<file path="src/tgarle_pkg.sv">
// Shared types and constants for the Targa RLE row decoder.
// No dependencies; every other file of the block imports this package.
package tgarle_pkg;

  // Field widths of the stream byte, the result and the configuration.
  localparam int BYTE_W     = 8;
  localparam int PIXEL_W    = 32;
  localparam int RUN_W      = 8;
  localparam int BPP_W      = 3;
  localparam int ROW_W      = 18;
  localparam int CFG_DATA_W = ROW_W;
  localparam int CFG_IDX_W  = 1;

  // Width that holds the product of a packet pixel count (up to 128) and bytes per pixel (up to 4).
  localparam int NEED_W = 10;

  // Packet header fields.
  localparam logic [BYTE_W-1:0] HDR_REPEAT_MASK = 8'h80;
  localparam logic [BYTE_W-1:0] HDR_COUNT_MASK  = 8'h7f;

  // Reset values of the configuration registers.
  localparam logic [BPP_W-1:0] BPP_RESET       = 3'd3;
  localparam logic [ROW_W-1:0] ROW_BYTES_RESET = 18'd3;

  // Configuration register indexes.
  localparam logic [CFG_IDX_W-1:0] REG_BYTES_PER_PIXEL = 1'b0;
  localparam logic [CFG_IDX_W-1:0] REG_ROW_BYTES       = 1'b1;

  // Result status codes.
  localparam logic STATUS_PIXEL   = 1'b0;
  localparam logic STATUS_OVERRUN = 1'b1;

  // One configuration write.
  typedef struct packed {
    logic                  we;
    logic [CFG_IDX_W-1:0]  index;
    logic [CFG_DATA_W-1:0] data;
  } cfg_wr_t;

  // One result item.
  typedef struct packed {
    logic [PIXEL_W-1:0] pixel_word;
    logic [RUN_W-1:0]   run_length;
    logic               row_end;
    logic               status;
  } out_item_t;

  // Result handed from the decode core to the output buffer.
  typedef struct packed {
    logic      valid;
    out_item_t item;
  } res_t;

endpackage

</file>
<file path="src/tgarle_if.sv">
// Valid/ready channel interfaces for the compressed stream and the results.
// Depends on tgarle_pkg for field widths.
interface tgarle_in_if;
  import tgarle_pkg::*;

  logic              valid;
  logic              ready;
  logic [BYTE_W-1:0] in_byte;
  logic              restart;

  modport source (output valid, output in_byte, output restart, input ready);
  modport sink   (input valid, input in_byte, input restart, output ready);
endinterface

interface tgarle_out_if;
  import tgarle_pkg::*;

  logic               valid;
  logic               ready;
  logic [PIXEL_W-1:0] pixel_word;
  logic [RUN_W-1:0]   run_length;
  logic               row_end;
  logic               status;

  modport source (output valid, output pixel_word, output run_length, output row_end,
                  output status, input ready);
  modport sink   (input valid, input pixel_word, input run_length, input row_end,
                  input status, output ready);
endinterface

</file>
<file path="src/tga_rle_row_decoder.sv">
// Top level of the Targa RLE row decoder.
// Depends on tgarle_pkg, the channel interfaces, tgarle_core and tgarle_obuf.

// The decoder takes one compressed byte per clock while the result buffer has room,
// and turns Targa RLE packets into pixel results with a run length: one result per
// repeat packet, one per pixel of a raw packet, and an overrun status when a packet
// would pass the end of the row, after which bytes are dropped until one arrives
// with restart set. The result of a byte appears on the result channel at the
// earliest in the next cycle. A two-entry result buffer holds finished results, and
// the stream channel drops ready only while both entries are full. Configuration may
// be written only while no transfer is in flight.
module tga_rle_row_decoder (
  input  logic                              clk,
  input  logic                              rst,
  input  logic                              cfg_we,
  input  logic [tgarle_pkg::CFG_IDX_W-1:0]  cfg_index,
  input  logic [tgarle_pkg::CFG_DATA_W-1:0] cfg_data,
  tgarle_in_if.sink                         stream,
  tgarle_out_if.source                      result
);
  import tgarle_pkg::*;

  cfg_wr_t cfg;
  res_t    res;
  logic    space;
  logic    accept;

  assign cfg.we    = cfg_we;
  assign cfg.index = cfg_index;
  assign cfg.data  = cfg_data;

  // A byte transfers whenever the result buffer has room.
  assign stream.ready = space;
  assign accept       = stream.valid && space;

  tgarle_core u_core (
    .clk     (clk),
    .rst     (rst),
    .cfg     (cfg),
    .accept  (accept),
    .in_byte (stream.in_byte),
    .restart (stream.restart),
    .res     (res)
  );

  tgarle_obuf u_obuf (
    .clk    (clk),
    .rst    (rst),
    .res    (res),
    .space  (space),
    .result (result)
  );

endmodule

</file>
<file path="src/tgarle_core.sv">
// Decode core: configuration registers, packet and row state, one byte per transfer.
// Depends on tgarle_pkg.
module tgarle_core (
  input  logic                          clk,
  input  logic                          rst,
  input  tgarle_pkg::cfg_wr_t           cfg,
  input  logic                          accept,
  input  logic [tgarle_pkg::BYTE_W-1:0] in_byte,
  input  logic                          restart,
  output tgarle_pkg::res_t              res
);
  import tgarle_pkg::*;

  // Configuration registers.
  logic [BPP_W-1:0] bytes_per_pixel;
  logic [ROW_W-1:0] row_bytes;

  // Decoder state.
  logic [ROW_W-1:0]   bytes_left;
  logic [RUN_W-1:0]   pix_left;
  logic               is_repeat;
  logic [1:0]         byte_in_pixel;
  logic [PIXEL_W-1:0] pixel_asm;
  logic               halted;

  logic [ROW_W-1:0]   bytes_left_next;
  logic [RUN_W-1:0]   pix_left_next;
  logic               is_repeat_next;
  logic [1:0]         byte_in_pixel_next;
  logic [PIXEL_W-1:0] pixel_asm_next;
  logic               halted_next;
  res_t               res_next;

  // State as seen after a restart has cleared it.
  logic [ROW_W-1:0]   bytes_left_c;
  logic [RUN_W-1:0]   pix_left_c;
  logic               is_repeat_c;
  logic [1:0]         byte_in_pixel_c;
  logic [PIXEL_W-1:0] pixel_asm_c;
  logic               halted_c;

  logic [BPP_W-1:0]   eff_bpp;
  logic [RUN_W-1:0]   count;
  logic [NEED_W-1:0]  need;
  logic [ROW_W-1:0]   row_left;
  logic [PIXEL_W-1:0] asm_merged;
  logic [2:0]         bytes_seen;

  // Configuration writes.
  always_ff @(posedge clk) begin
    if (rst) begin
      bytes_per_pixel <= BPP_RESET;
      row_bytes       <= ROW_BYTES_RESET;
    end else if (cfg.we) begin
      unique case (cfg.index)
        REG_BYTES_PER_PIXEL: bytes_per_pixel <= cfg.data[BPP_W-1:0];
        REG_ROW_BYTES:       row_bytes       <= cfg.data[ROW_W-1:0];
        default: ;
      endcase
    end
  end

  // Bytes per pixel is clamped to the range one to four.
  always_comb begin
    if (bytes_per_pixel == 3'd0) begin
      eff_bpp = 3'd1;
    end else if (bytes_per_pixel > 3'd4) begin
      eff_bpp = 3'd4;
    end else begin
      eff_bpp = bytes_per_pixel;
    end
  end

  // A restart clears all partial state before the byte is looked at.
  assign bytes_left_c    = restart ? '0 : bytes_left;
  assign pix_left_c      = restart ? '0 : pix_left;
  assign is_repeat_c     = restart ? 1'b0 : is_repeat;
  assign byte_in_pixel_c = restart ? 2'd0 : byte_in_pixel;
  assign pixel_asm_c     = restart ? '0 : pixel_asm;
  assign halted_c        = restart ? 1'b0 : halted;

  // Header arithmetic: pixel count, decoded bytes it needs, and the row budget.
  assign count    = (in_byte & HDR_COUNT_MASK) + 8'd1;
  assign need     = NEED_W'(count) * NEED_W'(eff_bpp);
  assign row_left = (bytes_left_c == '0) ? row_bytes : bytes_left_c;

  // Pixel assembly: the new byte lands above those already collected.
  assign asm_merged = pixel_asm_c | (PIXEL_W'(in_byte) << {byte_in_pixel_c, 3'b000});
  assign bytes_seen = {1'b0, byte_in_pixel_c} + 3'd1;

  // Next state and result for one transfer.
  always_comb begin
    bytes_left_next    = bytes_left_c;
    pix_left_next      = pix_left_c;
    is_repeat_next     = is_repeat_c;
    byte_in_pixel_next = byte_in_pixel_c;
    pixel_asm_next     = pixel_asm_c;
    halted_next        = halted_c;
    res_next           = '0;
    if (!halted_c) begin
      if (pix_left_c == '0) begin
        bytes_left_next = row_left;
        if (ROW_W'(need) > row_left) begin
          // Packet overruns the row: report it and halt.
          halted_next                = 1'b1;
          res_next.valid             = 1'b1;
          res_next.item.status       = STATUS_OVERRUN;
        end else begin
          bytes_left_next    = row_left - ROW_W'(need);
          pix_left_next      = count;
          is_repeat_next     = (in_byte & HDR_REPEAT_MASK) != '0;
          byte_in_pixel_next = 2'd0;
          pixel_asm_next     = '0;
        end
      end else if (bytes_seen >= eff_bpp) begin
        // Pixel complete: a repeat packet ends here, a raw one counts down.
        res_next.valid           = 1'b1;
        res_next.item.pixel_word = asm_merged;
        res_next.item.status     = STATUS_PIXEL;
        if (is_repeat_c) begin
          res_next.item.run_length = pix_left_c;
          pix_left_next            = '0;
        end else begin
          res_next.item.run_length = 8'd1;
          pix_left_next            = pix_left_c - 8'd1;
        end
        res_next.item.row_end = (pix_left_next == '0) && (bytes_left_c == '0);
        byte_in_pixel_next    = 2'd0;
        pixel_asm_next        = '0;
      end else begin
        byte_in_pixel_next = bytes_seen[1:0];
        pixel_asm_next     = asm_merged;
      end
    end
    if (!accept) begin
      res_next.valid = 1'b0;
    end
  end

  // State registers advance only on an accepted transfer.
  always_ff @(posedge clk) begin
    if (rst) begin
      bytes_left    <= '0;
      pix_left      <= '0;
      is_repeat     <= 1'b0;
      byte_in_pixel <= 2'd0;
      pixel_asm     <= '0;
      halted        <= 1'b0;
    end else if (accept) begin
      bytes_left    <= bytes_left_next;
      pix_left      <= pix_left_next;
      is_repeat     <= is_repeat_next;
      byte_in_pixel <= byte_in_pixel_next;
      pixel_asm     <= pixel_asm_next;
      halted        <= halted_next;
    end
  end

  // The result leaves combinationally; the output buffer registers it.
  assign res = res_next;

endmodule

</file>
<file path="src/tgarle_obuf.sv">
// Two-entry result buffer that decouples the decoder from result backpressure.
// Depends on tgarle_pkg and the result channel interface.
module tgarle_obuf (
  input  logic               clk,
  input  logic               rst,
  input  tgarle_pkg::res_t   res,
  output logic               space,
  tgarle_out_if.source       result
);
  import tgarle_pkg::*;

  out_item_t  q0;
  out_item_t  q1;
  logic [1:0] cnt;
  logic       push;
  logic       pop;

  assign push  = res.valid;
  assign pop   = (cnt != 2'd0) && result.ready;
  assign space = (cnt != 2'd2);

  // Occupancy count.
  always_ff @(posedge clk) begin
    if (rst) begin
      cnt <= 2'd0;
    end else if (push && !pop) begin
      cnt <= cnt + 2'd1;
    end else if (pop && !push) begin
      cnt <= cnt - 2'd1;
    end
  end

  // Entry storage; the head entry is always q0.
  always_ff @(posedge clk) begin
    if (push && pop) begin
      if (cnt == 2'd2) begin
        q0 <= q1;
        q1 <= res.item;
      end else begin
        q0 <= res.item;
      end
    end else if (push) begin
      if (cnt == 2'd0) begin
        q0 <= res.item;
      end else begin
        q1 <= res.item;
      end
    end else if (pop) begin
      q0 <= q1;
    end
  end

  assign result.valid      = (cnt != 2'd0);
  assign result.pixel_word = q0.pixel_word;
  assign result.run_length = q0.run_length;
  assign result.row_end    = q0.row_end;
  assign result.status     = q0.status;

endmodule

</file>
<file path="src/flat_wrapper.sv">
// flat-port wrapper written by rule: the top's interface ports become plain ports
module tga_rle_row_decoder_flat import tgarle_pkg::*;
  (clk, rst, cfg_we, cfg_index, cfg_data, stream_valid, stream_in_byte, stream_restart, stream_ready, result_valid, result_pixel_word, result_run_length, result_row_end, result_status, result_ready);
  tgarle_in_if stream_i ();
  tgarle_out_if result_i ();
  input  logic clk;
  input  logic rst;
  input  logic cfg_we;
  input  logic [tgarle_pkg::CFG_IDX_W-1:0] cfg_index;
  input  logic [tgarle_pkg::CFG_DATA_W-1:0] cfg_data;
  input wire logic [$bits(stream_i.valid)-1:0] stream_valid;
  input wire logic [$bits(stream_i.in_byte)-1:0] stream_in_byte;
  input wire logic [$bits(stream_i.restart)-1:0] stream_restart;
  output wire logic [$bits(stream_i.ready)-1:0] stream_ready;
  output wire logic [$bits(result_i.valid)-1:0] result_valid;
  output wire logic [$bits(result_i.pixel_word)-1:0] result_pixel_word;
  output wire logic [$bits(result_i.run_length)-1:0] result_run_length;
  output wire logic [$bits(result_i.row_end)-1:0] result_row_end;
  output wire logic [$bits(result_i.status)-1:0] result_status;
  input wire logic [$bits(result_i.ready)-1:0] result_ready;
  assign stream_i.valid = stream_valid;
  assign stream_i.in_byte = stream_in_byte;
  assign stream_i.restart = stream_restart;
  assign stream_ready = stream_i.ready;
  assign result_valid = result_i.valid;
  assign result_pixel_word = result_i.pixel_word;
  assign result_run_length = result_i.run_length;
  assign result_row_end = result_i.row_end;
  assign result_status = result_i.status;
  assign result_i.ready = result_ready;
  tga_rle_row_decoder u_core (.clk(clk), .rst(rst), .cfg_we(cfg_we), .cfg_index(cfg_index), .cfg_data(cfg_data), .stream(stream_i), .result(result_i));
endmodule
</file>
<file path="config.mk">
export PLATFORM = sky130hd
export DESIGN_NAME = tga_rle_row_decoder_flat
export DESIGN_NICKNAME = d
export VERILOG_FILES = /design/src/tgarle_pkg.sv /design/src/tgarle_if.sv /design/src/tga_rle_row_decoder.sv /design/src/tgarle_core.sv /design/src/tgarle_obuf.sv /design/src/flat_wrapper.sv
export SDC_FILE = /design/constraint.sdc
export NUM_CORES = 1
export LEC_CHECK = 0
export ABC_AREA = 0
export BUFFER_PORTS_ARGS = -buffer_cell sky130_fd_sc_hd__buf_4
export CORE_UTILIZATION = 35
export DETAILED_ROUTE_END_ITERATION = 12
export GPL_ROUTABILITY_DRIVEN = 0
export HOLD_SLACK_MARGIN = 0.05
export SLEW_MARGIN = 10
export SYNTH_ARGS = -nofsm -noshare
export SYNTH_HDL_FRONTEND = slang
export SYNTH_SLANG_ARGS = --single-unit
</file>
<file path="constraint.sdc">
create_clock -name clk -period 7.75 [get_ports clk]
set_input_delay 1.1625 -clock clk [delete_from_list [all_inputs] [get_ports clk]]
set_output_delay 1.1625 -clock clk [all_outputs]
set_load 0.01 [all_outputs]
</file>
### Yosys cells after proc, flatten, opt, wreduce, memory -nomap -nowiden

Cells that the tools add are included.

* order comparisons: 3
* $add $sub $neg: 6
* shift-type cells: 1
* reduce and logical (&&, ||, !) cells: 21
* $mul: 1
* bitwise gates (word level): 2
* muxes and demuxes: 52
* equality and inequality tests: 5

Operators by type and width (count)
* $mux W42: 9
* $mux W32: 5
* $mux W18: 5
* $mux W43: 2
* $mux W8: 10
* $mux W41: 1
* $or A32 B32 Y32: 1
* $shl A8 B5 Y32: 1
* $gt A10 B18 Y1: 1
* $logic_not A18 Y1: 1
* $sub A18 B10 Y18: 1
* $logic_not A8 Y1: 2
* $mux W2: 7
* $mux W1: 11
* $mul A8 B3 Y10: 1
* $add A7 B1 Y8 const B: 1
* $sub A8 B1 Y8 const B: 1
* $logic_and A1 B1 Y1: 6
* $mux W3: 2
* $reduce_and A2 Y1: 3
* $reduce_bool A2 Y1: 3
* $ne A2 B2 Y1 const B: 2
* $add A2 B1 Y3 const B: 1
* $ge A3 B3 Y1: 1
* 12 further kinds: 13

* output and inout bits: 44
* register bits: 169

### Logic depth before layout (Yosys ltp)

Gate-level depths: netlist of run 1.

* word-level depth: 17
* gate-level depth with buffers: 26
* depth with buffers taken out: 24

### Modules after synthesis

A second synthesis of run 1 with hierarchy kept.

* cells, all modules: 890
* area total of the unflattened synthesis: 9230.1 um^2

Modules (own cells, without submodules)
* tgarle_core: cells each 738, instances 1, area each 5870.6 um^2
* tgarle_obuf: cells each 151, instances 1, area each 3353.2 um^2
* tga_rle_row_decoder: cells each 1, instances 1, area each 6.3 um^2

### Worst setup path after synthesis of run 1

Ideal clock, no wire load.

* kind: input-to-reg
* start point: input port stream_in_byte[2]
* end point: register u_core.u_obuf.q0 (netlist bit u_core.u_obuf.result.pixel_word[0]), enable pin
* cell stages on the path: 19
* setup slack: -0.726 ns
* library setup time: 0.500 ns
* arrival: 7.976 ns
* path buffers: 1
* cells stage by stage: clkbuf_1 > nand3_1 > xnor2_1 > nand2_1 > fa_1 > inv_1 > ha_1 > a21o_1 > a21oi_1 > o21bai_1 > a21oi_1 > o21ai_0 > xnor2_1 > ha_1 > a21o_1 > a41oi_2 > and3_2 > o21ai_0 > o21ai_0

* longest elaborated chain between the ends: 10
* elaborated cells on any way between the ends: 11

Ends and longest elaborated chain
* start: declaration: line flat_wrapper.sv:12 `input wire logic [$bits(stream_i.in_byte)-1:0] stream_in_byte;`
* $add A7 B1 Y8 (*): line tgarle_core.sv:83 `assign count = (in_byte & HDR_COUNT_MASK) + 8'd1;`
* $mul A8 B3 Y10 (*): line tgarle_core.sv:84 `assign need = NEED_W'(count) * NEED_W'(eff_bpp);`
* $gt A10 B18 Y1 (*): line tgarle_core.sv:103 `if (ROW_W'(need) > row_left) begin`
* $mux W1 (*): line tgarle_core.sv:103
* $mux W1 (*): line tgarle_core.sv:101 `if (pix_left_c == '0) begin`
* $mux W43 (*): line tgarle_core.sv:100 `if (!halted_c) begin`
* $mux W1 (*): line tgarle_core.sv:135 `if (!accept) begin`
* $logic_and A1 B1 Y1: line tgarle_obuf.sv:35 `if (push && pop) begin`
* $ne A3 B1 Y1 (no source line) or $reduce_bool A3 Y1 (tied branches)
* $reduce_and A2 Y1 (no source line) (*)
* end signal: assignment: line tgarle_obuf.sv:37 `q0 <= q1;`
* end signal: assignment: line tgarle_obuf.sv:40 `q0 <= res.item;`
* end signal: assignment: line tgarle_obuf.sv:44 `q0 <= res.item;`
* end: declaration: line tgarle_obuf.sv:12 `out_item_t q0;`

Every way passes the cells marked *; elsewhere a longest branch is shown, timed or not.
A chain may end at the register's enable or synchronous reset.

### Final worst setup path of run 1

* start point: input port stream_in_byte[0]
* end point: register u_core.u_obuf.q1[6] in the netlist's numbering, enable pin

* longest elaborated chain between the ends: 10
* elaborated cells on any way between the ends: 12

Ends and longest elaborated chain
* $add A7 B1 Y8 (*): line tgarle_core.sv:83
* $mul A8 B3 Y10 (*): line tgarle_core.sv:84
* $gt A10 B18 Y1 (*): line tgarle_core.sv:103
* $mux W1 (*): line tgarle_core.sv:103
* $mux W1 (*): line tgarle_core.sv:101
* $mux W43 (*): line tgarle_core.sv:100
* $mux W1 (*): line tgarle_core.sv:135
* $logic_and A1 B1 Y1: line tgarle_obuf.sv:35
* $ne A2 B1 Y1 (no source line) (tied with other cells)
* $reduce_and A3 Y1 (no source line) (*)
* end signal: assignment: line tgarle_obuf.sv:38 `q1 <= res.item;`
* end signal: assignment: line tgarle_obuf.sv:46 `q1 <= res.item;`
* end: declaration: line tgarle_obuf.sv:13 `out_item_t q1;`

Marked as above.

==> results of run 1 <==
## synthesized netlist by cell type (all sizes together) (10+ instances only)
cell,number,area (sq um)
a32oi,27,236
o21a,23,173
xor2,15,131
o21ai,35,175
a22o,39,342
dfxtp,85,1700
ha,27,338
nor4,47,330
a21oi,65,325
nand2,179,672
edfxtp,84,2520
mux2,10,113
xnor2,12,105
a2111oi,16,146
nor2b,10,62.6
buf,20,109
and3,13,82.6
nor2,71,269
inv,41,154
and2,13,81.3
nand2b,11,68.8
a22oi,39,293
clkbuf,65,244
nor3,10,55.1
## layout make-up
type | instances | share of cell area [%]
sequential | 169 | 37.5
inverter | 43 | 1.43
clock inverter | 15 | 1.41
timing repair buffer | 92 | 6.13
tap | 378 | 4.19
multi-input combinational | 781 | 45.6
clock buffer | 17 | 3.77
## critical path: cells and delay by family
kind / cells / cell delay [ns]
compound gates: 7 / 1.66
xor+xnor: 2 / 0.41
fa+ha+maj: 6 / 2.12
buf+inv: 6 / 0.97
simple gates: 3 / 0.48
## cell families after synthesis
kind of cell	synth area share (%)
simple gates	18.1
xor+xnor	2.40
mux	1.75
flops	42.9
buf+inv	5.23
compound gates	24.5
fa+ha+maj	5.06
## metal layers
metal	global-route usage (%)	part of all wire, %
met3	3.73	6.0
met4	7.25	2.8
met1	24.8	45
met5	0	0
met2	31.5	46
## sequential cells by signal, summed over array words and instances, names as in the netlist
| signal | cells |
|---|---|
| u_core.u_core.is_repeat | 1 |
| u_core.u_core.bytes_left | 18 |
| u_core.u_obuf.result.row_end | 1 |
| u_core.u_core.halted | 1 |
| u_core.u_core.byte_in_pixel | 2 |
| u_core.u_core.pix_left | 8 |
| u_core.u_obuf.cnt | 2 |
| u_core.u_core.pixel_asm | 32 |
| u_core.u_obuf.result.status | 1 |
| u_core.u_core.row_bytes | 18 |
| u_core.u_obuf.q1 | 42 |
| u_core.u_core.bytes_per_pixel | 3 |
| u_core.u_obuf.result.run_length | 8 |
| u_core.u_obuf.result.pixel_word | 32 |
## power by group through the flow
stage / combinational, mW / sequential [mW] / clock [mW]
CTS: 2.07 / 1.36 / 0.883
global placement: 2.04 / 1.38 / 0
finish: 2.07 / 1.36 / 0.875
detailed placement: 2.05 / 1.38 / 0
global route: 2.28 / 1.39 / 0.922
floorplan: 1.41 / 1.40 / 0
## per-stage QoR
stage          instances  util (%)  worst slack, ns  hold WS, ns  cell area (sq um)
6_report            1495      40.7             1.06        0.459              11300
5_1_grt             1495      40.7            0.756        0.478              11300
4_1_cts             1495      40.7             1.07        0.464              11300
3_5_place_dp        1463      38.6            0.653        0.453              10700
3_3_place_gp        1463      38.6            0.750        0.446              10700
2_1_floorplan       1078         -            0.406        0.436               9840
## how the worst max path moves through the flow
stage	from	depth (start not counted)	to	slack (ns)
5_1_grt	stream_in_byte[0]	24	u_core.u_obuf.q1[21]	0.76
6_report	stream_in_byte[0]	24	u_core.u_obuf.q1[6]	1.06
4_1_cts	stream_in_byte[0]	24	u_core.u_obuf.q1[7]	1.07
3_3_place_gp	stream_in_byte[0]	24	u_core.u_obuf.q1[6]	0.75
3_5_place_dp	stream_in_byte[0]	24	u_core.u_obuf.q1[7]	0.65
2_1_floorplan	stream_in_byte[2]	19	u_core.u_obuf.result.pixel_word[0]	0.41
==> results.py, run 1 <==
metrics = {
    "min_path": {
        "hold_path_end": "u_core.u_core.row_bytes[6]",
        "min_path_cells": 2,
        "holdCritStartpoint": "u_core.u_core.row_bytes[6]",
        "min_path_type": "reg2reg",
    },
    "synthesis": {
        "synth_flop_cell": "dfxtp_1",
        "syn_avg_cell_area_sq_um": 9.13,
        "ys_ff_latch": 169,
        "synth_fp_nets": 1146,
        "seq_area_frac_synth_pct": 42.9,
        "synth_edf_count": 84,
        "async_reset_ff_share_pct": 0,
        "ys_warn_count": 0,
        "synth.distinct_cells": 76,
        "synth_area_sq_um": 9840,
        "postSynthCellCount": 1078,
    },
    "floorplanning": {
        "core_sq_um": 27700,
        "pin_count": 77,
        "rows": 61,
        "start_util_pct": 35.5,
        "dieArea_sq_um": 28800,
        "die_x_um": 170,
        "die_y_um": 170,
    },
    "worst_setup_path": {
        "crit_required_ns": 7.91,
        "cp_slowest_stage_delay_ns": 0.72,
        "r2r-start": "u_core.u_core.bytes_per_pixel[2]",
        "path_max_fanout": 26,
        "critPathKind": "in2reg",
        "end_kind": "flip-flop",
        "rrSetupSlack_ns": 1.32,
        "worstPathCellList": "buf_4 > ha_1 > xor2_1 > nand2_1 > fa_1 > inv_1 > ha_1 > fa_1 > a21o_1 > a21oi_1 > o21bai_1 > a21oi_1 > xor2_1 > ha_1 > a41oi_2 > and3_2 > o21ai_0 > buf_4 > inv_1 > ha_1 > buf_4 > a21oi_1 > nor2_4 > buf_4",
        "worst-endpoint-arrival_ns": 6.85,
        "startpoint_type": "input port",
        "reg2reg_to": "u_core.u_obuf.q1[6]",
        "r2r_cells": 22,
        "cp_slowest_cell": "a21oi_1",
    },
    "layout": {
        "synthToLayoutAreaGrowth_pct": 14.6,
        "seqCellArea_sq_um": 4220,
        "layout_commonest_cell": "nand2_1",
        "layout.nets": 1172,
        "fillCellCount": 2762,
        "drive_gt1_share_pct": 13.9,
        "final_cell_mix": "nand2_1 (179), buf_4 (92), dfxtp_1 (85)",
        "multi_input_area_sq_um": 5140,
        "antennaDiodeCount": 0,
    },
    "detailed_routing": {
        "routed_wl_mm": 27.2,
        "dr.pass1.iters": 6,
        "vias": 8570,
        "detail_route.wl_per_cell_um": 18.2,
        "antenna_left": 0,
        "viasPerCell": 5.73,
        "dr.first_iter.drc_count": 737,
        "drc": 0,
    },
    "timing": {
        "fin_crit_sh_pct": 86.4,
        "max_freq_ghz": 0.149,
        "hold_violations": 0,
        "relSlewSlack_pct": 23.1,
        "rsz0062_at_grt": "false",
        "fin_crit_ns": 6.69,
        "finalSetupTns_ns": 0,
        "worst_pin_slew_ns": 1.15,
        "slew_viol_final": 0,
        "clock_skew_ns": 0.0141,
        "setup_viol": 0,
    },
    "outcome": {
        "status": "completed",
    },
    "clock_network": {
        "clock_latency_ns": 0.44,
        "cts_setup_buffers": 0,
        "cts-buffers-inserted": 17,
        "cts.repair.resized": 0,
        "cts_root_buffer": "clkbuf_16",
        "cts_hold_buf": 0,
        "cts_max_level": 4,
        "cts_sinks": 169,
        "clk_path_buf_depth": 2,
        "cts.clk_slew.worst_paths_ns": 0.07,
        "cts_tree": "yes",
    },
    "pwr": {
        "p_total_mw": 4.31,
        "swShare_pct": 42.9,
        "intPower_mw": 2.46,
        "p_leak_nw": 4.10,
        "power.switching_mw": 1.85,
        "pwr-share-clk_pct": 20.3,
        "seq_power_share_pct": 31.6,
        "comb_power_share_pct": 48.1,
        "ir_drop_uv": 179,
        "power.density_nw_per_um2": 382,
    },
    "placed_design": {
        "io_buffers": 76,
        "dp_hpwl_mm": 18.1,
    },
    "global_routing": {
        "antenna_found_initial": 0,
        "track_usage_pct": 19.2,
        "grt_pass1_vias": 8245,
        "grt_pass1_wl_mm": 43.7,
        "grt_max_degree": 53,
        "overflow": 0,
    },
    "flow_run": {
        "drv_cap": 0,
    },
}
Power figures use the tool's default switching activity.
==> run 2: changes to the inputs <==
Settings changed: PLACE_DENSITY set to 0.54.
==> run 2 against run 1 <==
Net effect: first-iteration DRC count shrank 24%; sequential power about the same; total power is 0.54% higher; clock skew up 0.0048 ns; register-to-register slack worse by 0.16 ns.
==> results.py, run 2 (synthesized netlist as in run 1, its figures left out) <==
metrics = {
    "worst_setup_path": {
        "rrSetupSlack_ns": 1.16,
        "worstPathCellList": "buf_4 > ha_1 > xor2_1 > nand2_1 > fa_1 > inv_1 > ha_1 > fa_1 > a21o_1 > a21oi_1 > o21bai_1 > a21oi_1 > xor2_1 > ha_1 > a41oi_2 > and3_2 > o21ai_0 > buf_4 > inv_1 > ha_1 > buf_4 > a21oi_1 > nor2_4 > buf_12",
        "cp_top_family": "adder cells",
        "path_max_fanout": 29,
        "worst-endpoint-arrival_ns": 7.00,
        "end_kind": "flip-flop",
        "critPathKind": "in2reg",
        "cp_slowest_cell": "a21oi_1",
        "critical_path.most_common_cell": "ha_1",
        "cp.buffers_inverters": 6,
        "startpoint_type": "input port",
        "cp_slowest_stage_delay_ns": 0.72,
        "crit_required_ns": 7.93,
    },
    "timing": {
        "fin_crit_ns": 6.82,
        "clock_skew_ns": 0.0190,
        "rsz0062_at_grt": "false",
        "fin_crit_sh_pct": 88.0,
        "max_freq_ghz": 0.147,
        "setup_ws_ns": 0.933,
        "hold_violations": 0,
        "slew_viol_final": 0,
        "hold-worst-slack_ns": 0.460,
        "finalSetupTns_ns": 0,
        "relSlewSlack_pct": 18.4,
        "setup_viol": 0,
        "worst_pin_slew_ns": 1.22,
    },
    "outcome": {
        "status": "completed",
    },
    "floorplanning": {
        "die_x_um": 170,
        "start_util_pct": 35.5,
        "dieArea_sq_um": 28800,
        "pin_count": 77,
        "rows": 61,
        "die_y_um": 170,
        "core_sq_um": 27700,
    },
    "layout": {
        "antennaDiodeCount": 0,
        "largest_reg_flops": 42,
        "synthToLayoutAreaGrowth_pct": 14.9,
        "design_area_sq_um": 11300,
        "layout.nets": 1173,
        "fin_util_pct": 40.8,
        "top_register": "u_core.u_obuf.q1",
        "fillCellCount": 2758,
        "drive_gt1_share_pct": 14.0,
        "final_cell_mix": "nand2_1 (179), buf_4 (92), dfxtp_1 (85)",
        "layoutNonFillerInstCount": 1496,
        "layout_commonest_cell": "nand2_1",
    },
    "pwr": {
        "power.switching_mw": 1.89,
        "intPower_mw": 2.45,
        "swShare_pct": 43.5,
        "p_leak_nw": 4.11,
        "p_total_mw": 4.34,
        "ir_drop_uv": 200,
        "power.density_nw_per_um2": 383,
        "seq_power_share_pct": 31.5,
        "comb_power_share_pct": 48.3,
        "pwr-share-clk_pct": 20.2,
    },
    "clock_network": {
        "cts.clk_slew.worst_paths_ns": 0.07,
        "cts_root_buffer": "clkbuf_16",
        "clock_latency_ns": 0.44,
        "cts_sinks": 169,
        "cts_hold_buf": 0,
        "cts_tree": "yes",
        "cts-buffers-inserted": 17,
        "clk_path_buf_depth": 2,
        "cts_max_level": 4,
        "cts.repair.resized": 0,
        "cts_setup_buffers": 0,
    },
    "global_routing": {
        "antenna_found_initial": 0,
        "grt_pass1_vias": 8190,
        "track_usage_pct": 20.0,
        "overflow": 0,
        "grt_pass1_wl_mm": 45.5,
        "grt_max_degree": 53,
    },
    "placed_design": {
        "placed_cells": 1464,
        "dp_hpwl_mm": 18.6,
        "io_buffers": 76,
        "place_ws_ns": 0.515,
        "place_area_sq_um": 10700,
    },
    "detailed_routing": {
        "drc": 0,
        "wirelength_met1_mm": 13.2,
        "wl_met2_mm": 12.9,
        "detail_route.wl_per_cell_um": 18.6,
        "routed_wl_mm": 27.8,
        "dr.first_iter.drc_count": 558,
        "viasPerCell": 5.60,
        "dr.pass1.iters": 5,
        "wl_met3_mm": 1.22,
        "vias": 8378,
        "antenna_left": 0,
        "top_layer": "met4",
    },
    "flow_run": {
        "drv_cap": 0,
    },
    "min_path": {
        "min_path_type": "reg2reg",
    },
}
run 2: cell types whose count changed in the layout (fill, tap and decap cells not counted):
| cell | previous run | this run |
|---|---|---|
| inv_12 | 0 | 2 |
| buf_12 | 0 | 1 |
| bufinv_16 | 1 | 0 |
| clkinv_1 | 3 | 2 |
| clkinv_2 | 1 | 0 |
| clkinv_4 | 1 | 2 |
| clkinv_8 | 1 | 2 |
| clkinvlp_4 | 2 | 1 |
run 2: final timing paths:
| path | startpoint | endpoint | cells after the start |
|---|---|---|---|
| hold reg to reg | u_core.u_core.row_bytes[5] | u_core.u_core.row_bytes[5] | 2 |
| setup reg to reg | u_core.u_core.bytes_per_pixel[2] | u_core.u_obuf.q1[3] | 23 |
| setup / recovery | stream_in_byte[0] | u_core.u_obuf.q1[3] | 24 |
| hold / removal | u_core.u_core.row_bytes[5] | u_core.u_core.row_bytes[5] | 2 |
run 2: cell type report:
class	count	area [sq um]	share of cell area (%)
clock buffers	17	425	3.76
clock inverters	15	170	1.50
inverters	43	161	1.43
multi-input cells	781	5140	45.5
flip-flops and latches	169	4220	37.4
well taps	378	473	4.18
repair buffers	93	711	6.29
run 2: tightest hold or removal path, cell delays in order, from the launching register on:
cell     delay [ns]
dfxtp_1        0.31
nand2_1        0.05
a21oi_1        0.05
run 2: power by group through the flow:
| stage | Clock (mW) | Combinational [mW] | Sequential (mW) |
|---|---|---|---|
| finish | 0.877 | 2.09 | 1.36 |
| global route | 0.933 | 2.31 | 1.39 |
| CTS | 0.900 | 2.10 | 1.37 |
| detailed placement | 0 | 2.08 | 1.38 |
| global placement | 0 | 2.07 | 1.38 |
| floorplan | 0 | 1.41 | 1.40 |
run 2: per-layer routing:
layer	global-route usage, %	up-vias
li1	-	4086
met1	27.7	4035
met2	32.0	229
met3	2.96	28
met4	6.35	0
met5	0	-
